### config.mk
export PLATFORM = sky130hd
export DESIGN_NAME = best_fit_resource_assigner_top
export DESIGN_NICKNAME = d
export VERILOG_FILES = /design/src/design/bfra_pkg.sv /design/src/design/bfra_ram.sv /design/src/design/bfra_fifo.sv /design/src/design/bfra_front.sv /design/src/design/bfra_back.sv /design/src/design/best_fit_resource_assigner_top.sv
export SDC_FILE = /design/constraint.sdc
export NUM_CORES = 1
export LEC_CHECK = 0
export BUFFER_PORTS_ARGS = -buffer_cell sky130_fd_sc_hd__buf_2
export CAP_MARGIN = 20
export CORE_ASPECT_RATIO = 1.25
export CORE_MARGIN = 2
export CORE_UTILIZATION = 39
export CTS_CLUSTER_DIAMETER = 60
export CTS_CLUSTER_SIZE = 14
export DETAILED_ROUTE_END_ITERATION = 12
export PLACE_DENSITY = 0.65
export SYNTH_ARGS = -nofsm -noshare
export SYNTH_HDL_FRONTEND = slang
export SYNTH_HIERARCHICAL = 1
export SYNTH_SLANG_ARGS = --single-unit
### constraint.sdc
create_clock -name clk -period 4.4 [get_ports clk]
set_input_delay 0.44 -clock clk [delete_from_list [all_inputs] [get_ports clk]]
set_output_delay 0.44 -clock clk [all_outputs]
set_load 0.02 [all_outputs]
### src/design/bfra_pkg.sv
// ----------------------------------------------------------------------------
// bfra_pkg
// Shared types and constants of the best-fit resource assigner.
// ----------------------------------------------------------------------------
package bfra_pkg;

    // Default table size and queue depth
    localparam int NUM_SLOTS_DEF   = 16;
    localparam int QUEUE_DEPTH_DEF = 2;

    // Fixed field widths
    localparam int SLOT_IDX_W = 4;
    localparam int ID_W       = 8;
    localparam int CAP_W      = 10;
    localparam int DIST_W     = 14;
    localparam int HOURS_W    = 9;
    localparam int MIN_W      = 6;
    localparam int REM_W      = 6;

    // Travel time at 50 distance units per hour.
    // hours = (dist * HOURS_RECIP) >> HOURS_SHIFT is exact for 14-bit distances.
    localparam int SPEED_PER_HOUR = 50;
    localparam int HOURS_RECIP    = 20972;
    localparam int HOURS_SHIFT    = 20;
    localparam int HOURS_PROD_W   = 29;
    // minutes = (rem * 60 / 50) = (rem * MIN_RECIP) >> MIN_SHIFT for rem < 50
    localparam int MIN_RECIP      = 1230;
    localparam int MIN_SHIFT      = 10;
    localparam int MIN_PROD_W     = 16;

    // Item kinds
    localparam logic KIND_LOAD    = 1'b0;
    localparam logic KIND_REQUEST = 1'b1;

    // Queue entry between front and back
    typedef struct packed {
        logic                  kind;
        logic [SLOT_IDX_W-1:0] slot_index;
        logic [ID_W-1:0]       unit_id;
        logic [CAP_W-1:0]      unit_capacity;
        logic                  unit_available;
        logic [ID_W-1:0]       request_id;
        logic [CAP_W-1:0]      request_demand;
        logic [DIST_W-1:0]     request_distance;
        logic [HOURS_W-1:0]    travel_hours;
    } bfra_item_t;

    // Back-end sequencer states
    typedef enum logic [1:0] {
        ST_IDLE,
        ST_SCAN,
        ST_FINISH,
        ST_RESULT
    } bfra_state_t;

endpackage

### src/design/bfra_ram.sv
// ----------------------------------------------------------------------------
// bfra_ram
// Generic single-write, single-read RAM with registered read data.
// ----------------------------------------------------------------------------
module bfra_ram #(
    parameter int WIDTH = 8,
    parameter int DEPTH = 16,
    parameter int ADDR_W = (DEPTH > 1) ? $clog2(DEPTH) : 1
) (
    input  logic              clk,
    input  logic              we,
    input  logic [ADDR_W-1:0] waddr,
    input  logic [WIDTH-1:0]  wdata,
    input  logic [ADDR_W-1:0] raddr,
    output logic [WIDTH-1:0]  rdata
);

    logic [WIDTH-1:0] mem_reg [DEPTH];
    logic [WIDTH-1:0] rdata_reg;

    always_ff @(posedge clk)
    begin
        if (we)
        begin
            mem_reg[waddr] <= wdata;
        end
        rdata_reg <= mem_reg[raddr];
    end

    assign rdata = rdata_reg;

endmodule

### src/design/bfra_fifo.sv
// ----------------------------------------------------------------------------
// bfra_fifo
// Short queue that decouples the front classifier from the back sequencer.
// ----------------------------------------------------------------------------
module bfra_fifo #(
    parameter int WIDTH = 8,
    parameter int DEPTH = 2
) (
    input  logic             clk,
    input  logic             rst_n,
    input  logic             push,
    input  logic [WIDTH-1:0] push_data,
    output logic             full,
    input  logic             pop,
    output logic [WIDTH-1:0] pop_data,
    output logic             empty
);

    localparam int PTR_W = (DEPTH > 1) ? $clog2(DEPTH) : 1;
    localparam int CNT_W = $clog2(DEPTH + 1);

    logic [WIDTH-1:0] mem_reg [DEPTH];
    logic [PTR_W-1:0] wr_ptr_reg, wr_ptr_next;
    logic [PTR_W-1:0] rd_ptr_reg, rd_ptr_next;
    logic [CNT_W-1:0] count_reg, count_next;

    always_comb
    begin
        wr_ptr_next = wr_ptr_reg;
        rd_ptr_next = rd_ptr_reg;
        count_next  = count_reg;
        if (push)
        begin
            wr_ptr_next = (wr_ptr_reg == PTR_W'(DEPTH - 1)) ? '0 : wr_ptr_reg + 1'b1;
        end
        if (pop)
        begin
            rd_ptr_next = (rd_ptr_reg == PTR_W'(DEPTH - 1)) ? '0 : rd_ptr_reg + 1'b1;
        end
        if (push && !pop)
        begin
            count_next = count_reg + 1'b1;
        end
        else if (pop && !push)
        begin
            count_next = count_reg - 1'b1;
        end
    end

    always_ff @(posedge clk or negedge rst_n)
    begin
        if (!rst_n)
        begin
            wr_ptr_reg <= '0;
            rd_ptr_reg <= '0;
            count_reg  <= '0;
        end
        else
        begin
            wr_ptr_reg <= wr_ptr_next;
            rd_ptr_reg <= rd_ptr_next;
            count_reg  <= count_next;
        end
    end

    always_ff @(posedge clk)
    begin
        if (push)
        begin
            mem_reg[wr_ptr_reg] <= push_data;
        end
    end

    assign full     = (count_reg == CNT_W'(DEPTH));
    assign empty    = (count_reg == '0);
    assign pop_data = mem_reg[rd_ptr_reg];

endmodule

### src/design/bfra_front.sv
// ----------------------------------------------------------------------------
// bfra_front
// Input side: accept transactions, drop loads outside the table and
// precompute whole travel hours before queuing the item.
// ----------------------------------------------------------------------------
module bfra_front
    import bfra_pkg::*;
#(
    parameter int NUM_SLOTS = NUM_SLOTS_DEF
) (
    input  logic                  in_valid,
    output logic                  in_stall,
    input  logic                  req_type,
    input  logic [SLOT_IDX_W-1:0] slot_index,
    input  logic [ID_W-1:0]       unit_id,
    input  logic [CAP_W-1:0]      unit_capacity,
    input  logic                  unit_available,
    input  logic [ID_W-1:0]       request_id,
    input  logic [CAP_W-1:0]      request_demand,
    input  logic [DIST_W-1:0]     request_distance,
    input  logic                  q_full,
    output logic                  q_push,
    output bfra_item_t            q_item
);

    localparam int RANGE_W = 10;

    logic                    in_range;
    logic [HOURS_PROD_W-1:0] hours_prod;

    // Loads beyond the table are accepted and dropped
    assign in_range   = (RANGE_W'(slot_index) < RANGE_W'(NUM_SLOTS));
    assign in_stall   = q_full;
    assign q_push     = in_valid && !q_full && ((req_type == KIND_REQUEST) || in_range);

    assign hours_prod = HOURS_PROD_W'(request_distance) * HOURS_PROD_W'(HOURS_RECIP);

    always_comb
    begin
        q_item.kind             = req_type;
        q_item.slot_index       = slot_index;
        q_item.unit_id          = unit_id;
        q_item.unit_capacity    = unit_capacity;
        q_item.unit_available   = unit_available;
        q_item.request_id       = request_id;
        q_item.request_demand   = request_demand;
        q_item.request_distance = request_distance;
        q_item.travel_hours     = HOURS_W'(hours_prod >> HOURS_SHIFT);
    end

endmodule

### src/design/bfra_back.sv
// ----------------------------------------------------------------------------
// bfra_back
// Execution side: write slots, scan the table one slot per cycle for the
// best fit, claim the winner and hold the result in the output register.
// ----------------------------------------------------------------------------
module bfra_back
    import bfra_pkg::*;
#(
    parameter int NUM_SLOTS = NUM_SLOTS_DEF
) (
    input  logic               clk,
    input  logic               rst_n,
    input  logic               q_empty,
    input  bfra_item_t         q_item,
    output logic               q_pop,
    output logic               out_valid,
    input  logic               out_stall,
    output logic               found,
    output logic [ID_W-1:0]    assigned_id,
    output logic [ID_W-1:0]    echo_request_id,
    output logic [HOURS_W-1:0] travel_hours,
    output logic [MIN_W-1:0]   travel_minutes
);

    localparam int IDX_W   = (NUM_SLOTS > 1) ? $clog2(NUM_SLOTS) : 1;
    localparam int ENTRY_W = ID_W + CAP_W;
    localparam int MUL50_W = DIST_W + 1;

    bfra_state_t state_reg, state_next;
    logic [IDX_W-1:0]     cnt_reg, cnt_next;
    logic [NUM_SLOTS-1:0] free_reg, free_next;
    logic                 rd_vld_reg;
    logic [IDX_W-1:0]     rd_idx_reg;

    logic [CAP_W-1:0]   demand_reg;
    logic [ID_W-1:0]    req_id_reg;
    logic [HOURS_W-1:0] hours_reg;
    logic [REM_W-1:0]   rem_reg;

    logic               hit_reg;
    logic [CAP_W-1:0]   best_slack_reg;
    logic [IDX_W-1:0]   best_idx_reg;
    logic [ID_W-1:0]    best_id_reg;

    logic               out_valid_reg;
    logic               found_reg;
    logic [ID_W-1:0]    assigned_id_reg;
    logic [ID_W-1:0]    echo_id_reg;
    logic [HOURS_W-1:0] hours_out_reg;
    logic [MIN_W-1:0]   minutes_out_reg;

    logic               ram_we;
    logic [IDX_W-1:0]   ram_waddr;
    logic [ENTRY_W-1:0] ram_wdata;
    logic [ENTRY_W-1:0] ram_rdata;
    logic [ID_W-1:0]    rd_id;
    logic [CAP_W-1:0]   rd_cap;
    logic [CAP_W-1:0]   rd_slack;
    logic               better;
    logic               issue;
    logic               latch;
    logic               emit;
    logic               out_free;
    logic [MUL50_W-1:0] hours_x50;
    logic [MIN_PROD_W-1:0] min_prod;

    bfra_ram #(
        .WIDTH (ENTRY_W),
        .DEPTH (NUM_SLOTS)
    ) u_slot_ram (
        .clk   (clk),
        .we    (ram_we),
        .waddr (ram_waddr),
        .wdata (ram_wdata),
        .raddr (cnt_reg),
        .rdata (ram_rdata)
    );

    assign ram_waddr = IDX_W'(q_item.slot_index);
    assign ram_wdata = {q_item.unit_id, q_item.unit_capacity};
    assign rd_id     = ram_rdata[ENTRY_W-1:CAP_W];
    assign rd_cap    = ram_rdata[CAP_W-1:0];
    assign rd_slack  = rd_cap - demand_reg;

    // Strict compare keeps the lowest index on equal slack
    assign better = rd_vld_reg && free_reg[rd_idx_reg] && (rd_cap >= demand_reg)
                    && (!hit_reg || (rd_slack < best_slack_reg));

    assign out_free  = !out_valid_reg || !out_stall;
    assign hours_x50 = MUL50_W'(q_item.travel_hours) * MUL50_W'(SPEED_PER_HOUR);
    assign min_prod  = MIN_PROD_W'(rem_reg) * MIN_PROD_W'(MIN_RECIP);

    always_comb
    begin
        state_next = state_reg;
        cnt_next   = cnt_reg;
        free_next  = free_reg;
        q_pop      = 1'b0;
        ram_we     = 1'b0;
        issue      = 1'b0;
        latch      = 1'b0;
        emit       = 1'b0;
        unique case (state_reg)
            ST_IDLE:
            begin
                if (!q_empty)
                begin
                    q_pop = 1'b1;
                    if (q_item.kind == KIND_LOAD)
                    begin
                        ram_we               = 1'b1;
                        free_next[ram_waddr] = q_item.unit_available;
                    end
                    else
                    begin
                        latch      = 1'b1;
                        cnt_next   = '0;
                        state_next = ST_SCAN;
                    end
                end
            end
            ST_SCAN:
            begin
                issue = 1'b1;
                if (cnt_reg == IDX_W'(NUM_SLOTS - 1))
                begin
                    state_next = ST_FINISH;
                end
                else
                begin
                    cnt_next = cnt_reg + 1'b1;
                end
            end
            ST_FINISH:
            begin
                state_next = ST_RESULT;
            end
            ST_RESULT:
            begin
                if (out_free)
                begin
                    emit = 1'b1;
                    if (hit_reg)
                    begin
                        free_next[best_idx_reg] = 1'b0;
                    end
                    state_next = ST_IDLE;
                end
            end
            default:
            begin
                state_next = ST_IDLE;
            end
        endcase
    end

    always_ff @(posedge clk or negedge rst_n)
    begin
        if (!rst_n)
        begin
            state_reg     <= ST_IDLE;
            cnt_reg       <= '0;
            free_reg      <= '0;
            rd_vld_reg    <= 1'b0;
            hit_reg       <= 1'b0;
            out_valid_reg <= 1'b0;
        end
        else
        begin
            state_reg  <= state_next;
            cnt_reg    <= cnt_next;
            free_reg   <= free_next;
            rd_vld_reg <= issue;
            if (latch)
            begin
                hit_reg <= 1'b0;
            end
            else if (better)
            begin
                hit_reg <= 1'b1;
            end
            if (emit)
            begin
                out_valid_reg <= 1'b1;
            end
            else if (!out_stall)
            begin
                out_valid_reg <= 1'b0;
            end
        end
    end

    always_ff @(posedge clk)
    begin
        rd_idx_reg <= cnt_reg;
        if (latch)
        begin
            demand_reg <= q_item.request_demand;
            req_id_reg <= q_item.request_id;
            hours_reg  <= q_item.travel_hours;
            rem_reg    <= REM_W'(q_item.request_distance - DIST_W'(hours_x50));
        end
        if (better)
        begin
            best_slack_reg <= rd_slack;
            best_idx_reg   <= rd_idx_reg;
            best_id_reg    <= rd_id;
        end
        if (emit)
        begin
            found_reg       <= hit_reg;
            echo_id_reg     <= req_id_reg;
            assigned_id_reg <= hit_reg ? best_id_reg : '0;
            hours_out_reg   <= hit_reg ? hours_reg : '0;
            minutes_out_reg <= hit_reg ? MIN_W'(min_prod >> MIN_SHIFT) : '0;
        end
    end

    assign out_valid       = out_valid_reg;
    assign found           = found_reg;
    assign assigned_id     = assigned_id_reg;
    assign echo_request_id = echo_id_reg;
    assign travel_hours    = hours_out_reg;
    assign travel_minutes  = minutes_out_reg;

endmodule

### src/design/best_fit_resource_assigner_top.sv
// ----------------------------------------------------------------------------
// best_fit_resource_assigner_top
// Best-fit assignment of requests to a table of resource slots.
// ----------------------------------------------------------------------------
//  Channel | Direction | Handshake           | Payload
//  --------+-----------+---------------------+---------------------------------
//  in      | input     | in_valid / in_stall | req_type, slot_index, unit_*,
//          |           |                     | request_id/demand/distance
//  out     | output    | out_valid/out_stall | found, assigned_id,
//          |           |                     | echo_request_id, travel_hours,
//          |           |                     | travel_minutes
//
//  A load transaction is executed in the idle state. A request transaction
//  latches its fields, streams the slot RAM through its single read port
//  one slot at a time, does the last compare and then claims the winner.
//  The front queues up to QUEUE_DEPTH items meanwhile.
//  Reset clears every slot's available flag; nothing is assignable until
//  loaded. A stalled result holds in the output register while the queue
//  keeps accepting.
// ----------------------------------------------------------------------------
module best_fit_resource_assigner_top
    import bfra_pkg::*;
#(
    parameter int NUM_SLOTS   = NUM_SLOTS_DEF,
    parameter int QUEUE_DEPTH = QUEUE_DEPTH_DEF
) (
    input  logic                  clk,
    input  logic                  rst_n,
    input  logic                  in_valid,
    output logic                  in_stall,
    input  logic                  req_type,
    input  logic [SLOT_IDX_W-1:0] slot_index,
    input  logic [ID_W-1:0]       unit_id,
    input  logic [CAP_W-1:0]      unit_capacity,
    input  logic                  unit_available,
    input  logic [ID_W-1:0]       request_id,
    input  logic [CAP_W-1:0]      request_demand,
    input  logic [DIST_W-1:0]     request_distance,
    output logic                  out_valid,
    input  logic                  out_stall,
    output logic                  found,
    output logic [ID_W-1:0]       assigned_id,
    output logic [ID_W-1:0]       echo_request_id,
    output logic [HOURS_W-1:0]    travel_hours,
    output logic [MIN_W-1:0]      travel_minutes
);

    // Queue between the classifier and the sequencer
    logic       q_push;
    logic       q_full;
    logic       q_pop;
    logic       q_empty;
    bfra_item_t q_in_item;
    bfra_item_t q_out_item;

    // Accept transactions, drop out-of-table loads, precompute hours
    bfra_front #(
        .NUM_SLOTS (NUM_SLOTS)
    ) u_front (
        .in_valid         (in_valid),
        .in_stall         (in_stall),
        .req_type         (req_type),
        .slot_index       (slot_index),
        .unit_id          (unit_id),
        .unit_capacity    (unit_capacity),
        .unit_available   (unit_available),
        .request_id       (request_id),
        .request_demand   (request_demand),
        .request_distance (request_distance),
        .q_full           (q_full),
        .q_push           (q_push),
        .q_item           (q_in_item)
    );

    // Hold classified items until the sequencer is free
    bfra_fifo #(
        .WIDTH ($bits(bfra_item_t)),
        .DEPTH (QUEUE_DEPTH)
    ) u_queue (
        .clk       (clk),
        .rst_n     (rst_n),
        .push      (q_push),
        .push_data (q_in_item),
        .full      (q_full),
        .pop       (q_pop),
        .pop_data  (q_out_item),
        .empty     (q_empty)
    );

    // Execute loads and best-fit scans, drive the result transaction
    bfra_back #(
        .NUM_SLOTS (NUM_SLOTS)
    ) u_back (
        .clk             (clk),
        .rst_n           (rst_n),
        .q_empty         (q_empty),
        .q_item          (q_out_item),
        .q_pop           (q_pop),
        .out_valid       (out_valid),
        .out_stall       (out_stall),
        .found           (found),
        .assigned_id     (assigned_id),
        .echo_request_id (echo_request_id),
        .travel_hours    (travel_hours),
        .travel_minutes  (travel_minutes)
    );

endmodule
==> flow_metrics.py <==
metrics = {
    "outcome": {
        "outcome": "completed",
    },
    "pwr": {
        "pwr-share-seq_pct": 39.2,
        "p_sw_mw": 6.827,
        "p_per_area_nw_per_um2": 683.0,
        "combPwrFrac_pct": 41.4,
        "clock_power_share_pct": 19.4,
        "p_sw_share_pct": 34.71,
        "p_int_mw": 12.84,
        "power_leakage_nw": 10.84,
        "ir_drop_mv": 0.3524,
    },
    "setup_path": {
        "worstPathCellList": "buf_2, buf_4, ha_1, buf_4, fa_1, ha_1, ha_1, inv_1, fa_1, inv_1, ha_1, a211oi_1, o211ai_1, a211oi_4, o21ai_2, nor4b_2, and4b_1",
        "cp-start-kind": "primary input",
        "critical_path.top_delay_family": "adder cells",
        "cpMostUsedCell": "ha_1",
        "critical_path_buf_inv_count": 5,
        "critPathArrivalTime_ps": 4540,
        "criticalPathCategory": "primary input to flop",
        "crit_path_max_fanout": 5,
        "path_depth": 17,
        "reg2reg_depth": 13,
        "endpoint_kind": "flop",
        "r2r-end": "u_back/best_idx_reg[3]",
        "rrSetupSlack_ps": 670,
        "slowest_delay_ps": 520,
        "required_ps": 4700,
        "r2r-start": "u_back/demand_reg[1]",
        "slowest_stage": "fa_1",
    },
    "global_routing": {
        "top_usage_layer": "met2",
        "use_met1_pct": 18.89,
        "grt_use_met3_pct": 2.100,
        "grt_util_all_layers_pct": 15.67,
        "antenna_found_initial": 2,
        "grt_pass1_wl_um": 81440,
        "grt_pass1_vias": 14157,
        "grt_overflow": 0,
        "grt_max_degree": 73,
        "use_met2_pct": 28.71,
    },
    "floorplan": {
        "num_io_pins": 94,
        "die_h_um": 290.6,
        "die_area_um2": 67780,
        "core_area_um2": 65290,
        "initial_utilization_pct": 39.24,
        "die_x_um": 233.3,
        "std_cell_rows": 105,
    },
    "logic_synthesis": {
        "synth.net_count": 1858,
        "synthCells": 1571,
        "yosys_warnings": 6,
        "synth_area_um2": 25620,
        "synth.avg_cell_area_um2": 16.31,
    },
    "final_layout": {
        "drive_gt1_share_pct": 22.55,
        "fin_cells": 2604,
        "largest_reg_flops": 288,
        "syn2layout_area_growth_pct": 12.40,
        "fin_nets": 1996,
        "final_cell_area_um2": 28800,
    },
    "placement": {
        "numPortBuffers": 93,
        "dpl.hpwl_um": 34560,
        "place_area_um2": 27280,
        "gp_congestion": 0.8452,
        "dp_slack_ps": -484.5,
        "placed_cells": 2515,
    },
    "min_path": {
        "hold_path_depth": 1,
        "min_from": "unit_id[4]",
        "hp-class": "primary input to flop",
        "holdPathEnd": "u_queue/mem_reg[1][56]",
    },
    "detailed_routing": {
        "wire_per_inst_um": 20.01,
        "viasPerCell": 5.091,
        "drtPass1Iterations": 5,
        "drt_wl_total_um": 52110,
        "ant_nets": 0,
        "drc": 0,
        "vias": 13258,
        "first_iter_violations": 825,
    },
    "clocking": {
        "clk_latency_ps": 570,
        "clock_tree.buffer_depth": 3,
        "cts_sinks": 540,
        "cts_tree": "built",
        "h-tree-depth": 2,
        "clkTransAtPathRegs_ps": 60,
        "cts_root_buffer": "clkbuf_16",
        "cts_buffers": 46,
    },
    "run": {
        "cap_violations": 0,
    },
    "sta": {
        "fmax_mhz": 235.9,
        "rsz0062_at_grt": "false",
        "hold_viol": 0,
        "period_minus_slack_ps": 4239,
        "skew_ps": 22.18,
        "setup_ws_ps": 160.9,
        "maxSlewViolCount": 0,
        "finalSetupViolCount": 0,
        "tightest_slew_ps": 1108,
        "max_slew_margin_pct": 26.14,
        "timing.final.crit_share_pct": 96.34,
    },
}
[metal layers]
layer	vias up	part of all wire, %
li1	6123	-
met2	246	54
met4	4	2.9
met1	6805	40
met3	80	3.9
met5	-	0.040
[what timing repair did]
| item | 4_1_cts | 5_1_grt |
|---|---|---|
| gates resized for setup | 0 | 21 |
| endpoints found under the setup margin | 0 | 4 |
| endpoints found under the hold margin | 29 | 0 |
| buffers inserted | 0 | 1 |
| hold buffers | 1 | 0 |
[per-stage QoR]
| step | hold WS [ps] | TNS [ps] | utilization (%) | power [mW] |
|---|---|---|---|---|
| floorplan | 144.4 | 0 | - | 13.68 |
| global placement | 389.6 | -5306 | 41.79 | 15.67 |
| detailed placement | 390.6 | -6656 | 41.79 | 15.93 |
| CTS | 30.25 | 0 | 43.93 | 19.81 |
| global route | 35.10 | 0 | 44.10 | 21.11 |
| finish | 58.51 | 0 | 44.11 | 19.67 |
[layout by cell type (no fill, tap or decap), types with 32 or more instances in the layout]
master,count
fa_1,73
mux2_4,32
buf_2,87
nand2_1,62
clkbuf_16,48
ha_1,145
buf_4,83
inv_1,155
edfxtp_1,489
a22oi_1,40
mux4_2,52
nand3_1,34
[layout make-up]
cell class | count | area [um2]
tap | 856 | 1071
multi-input combinational | 785 | 8721
antenna | 1 | 2.502
sequential | 540 | 15860
inverter | 158 | 596.8
clock inverter | 7 | 72.57
fill | 5645 | 36500
timing repair buffer | 178 | 1159
clock buffer | 79 | 1318
[power groups by stage]
stage                     Clock [mW]  Combinational (mW)  Sequential, mW
after floorplan                    0                5.99            7.69
after global placement             0                7.87            7.80
after detailed placement           0                8.10            7.83
after CTS                       3.93                8.15            7.73
after global routing            4.13                9.17            7.81
final                           3.82                8.14            7.71
[how the worst max path moves through the flow]
stage                        start                    end
2_1_floorplan  request_distance[5]  u_queue/mem_reg[0][8]
3_3_place_gp   request_distance[6]  u_queue/mem_reg[0][8]
3_5_place_dp   request_distance[5]  u_queue/mem_reg[0][8]
4_1_cts        request_distance[5]  u_queue/mem_reg[0][8]
5_1_grt        request_distance[5]  u_queue/mem_reg[0][8]
6_report       request_distance[5]  u_queue/mem_reg[0][8]
Note: power is estimated with default switching activity, not from simulation.
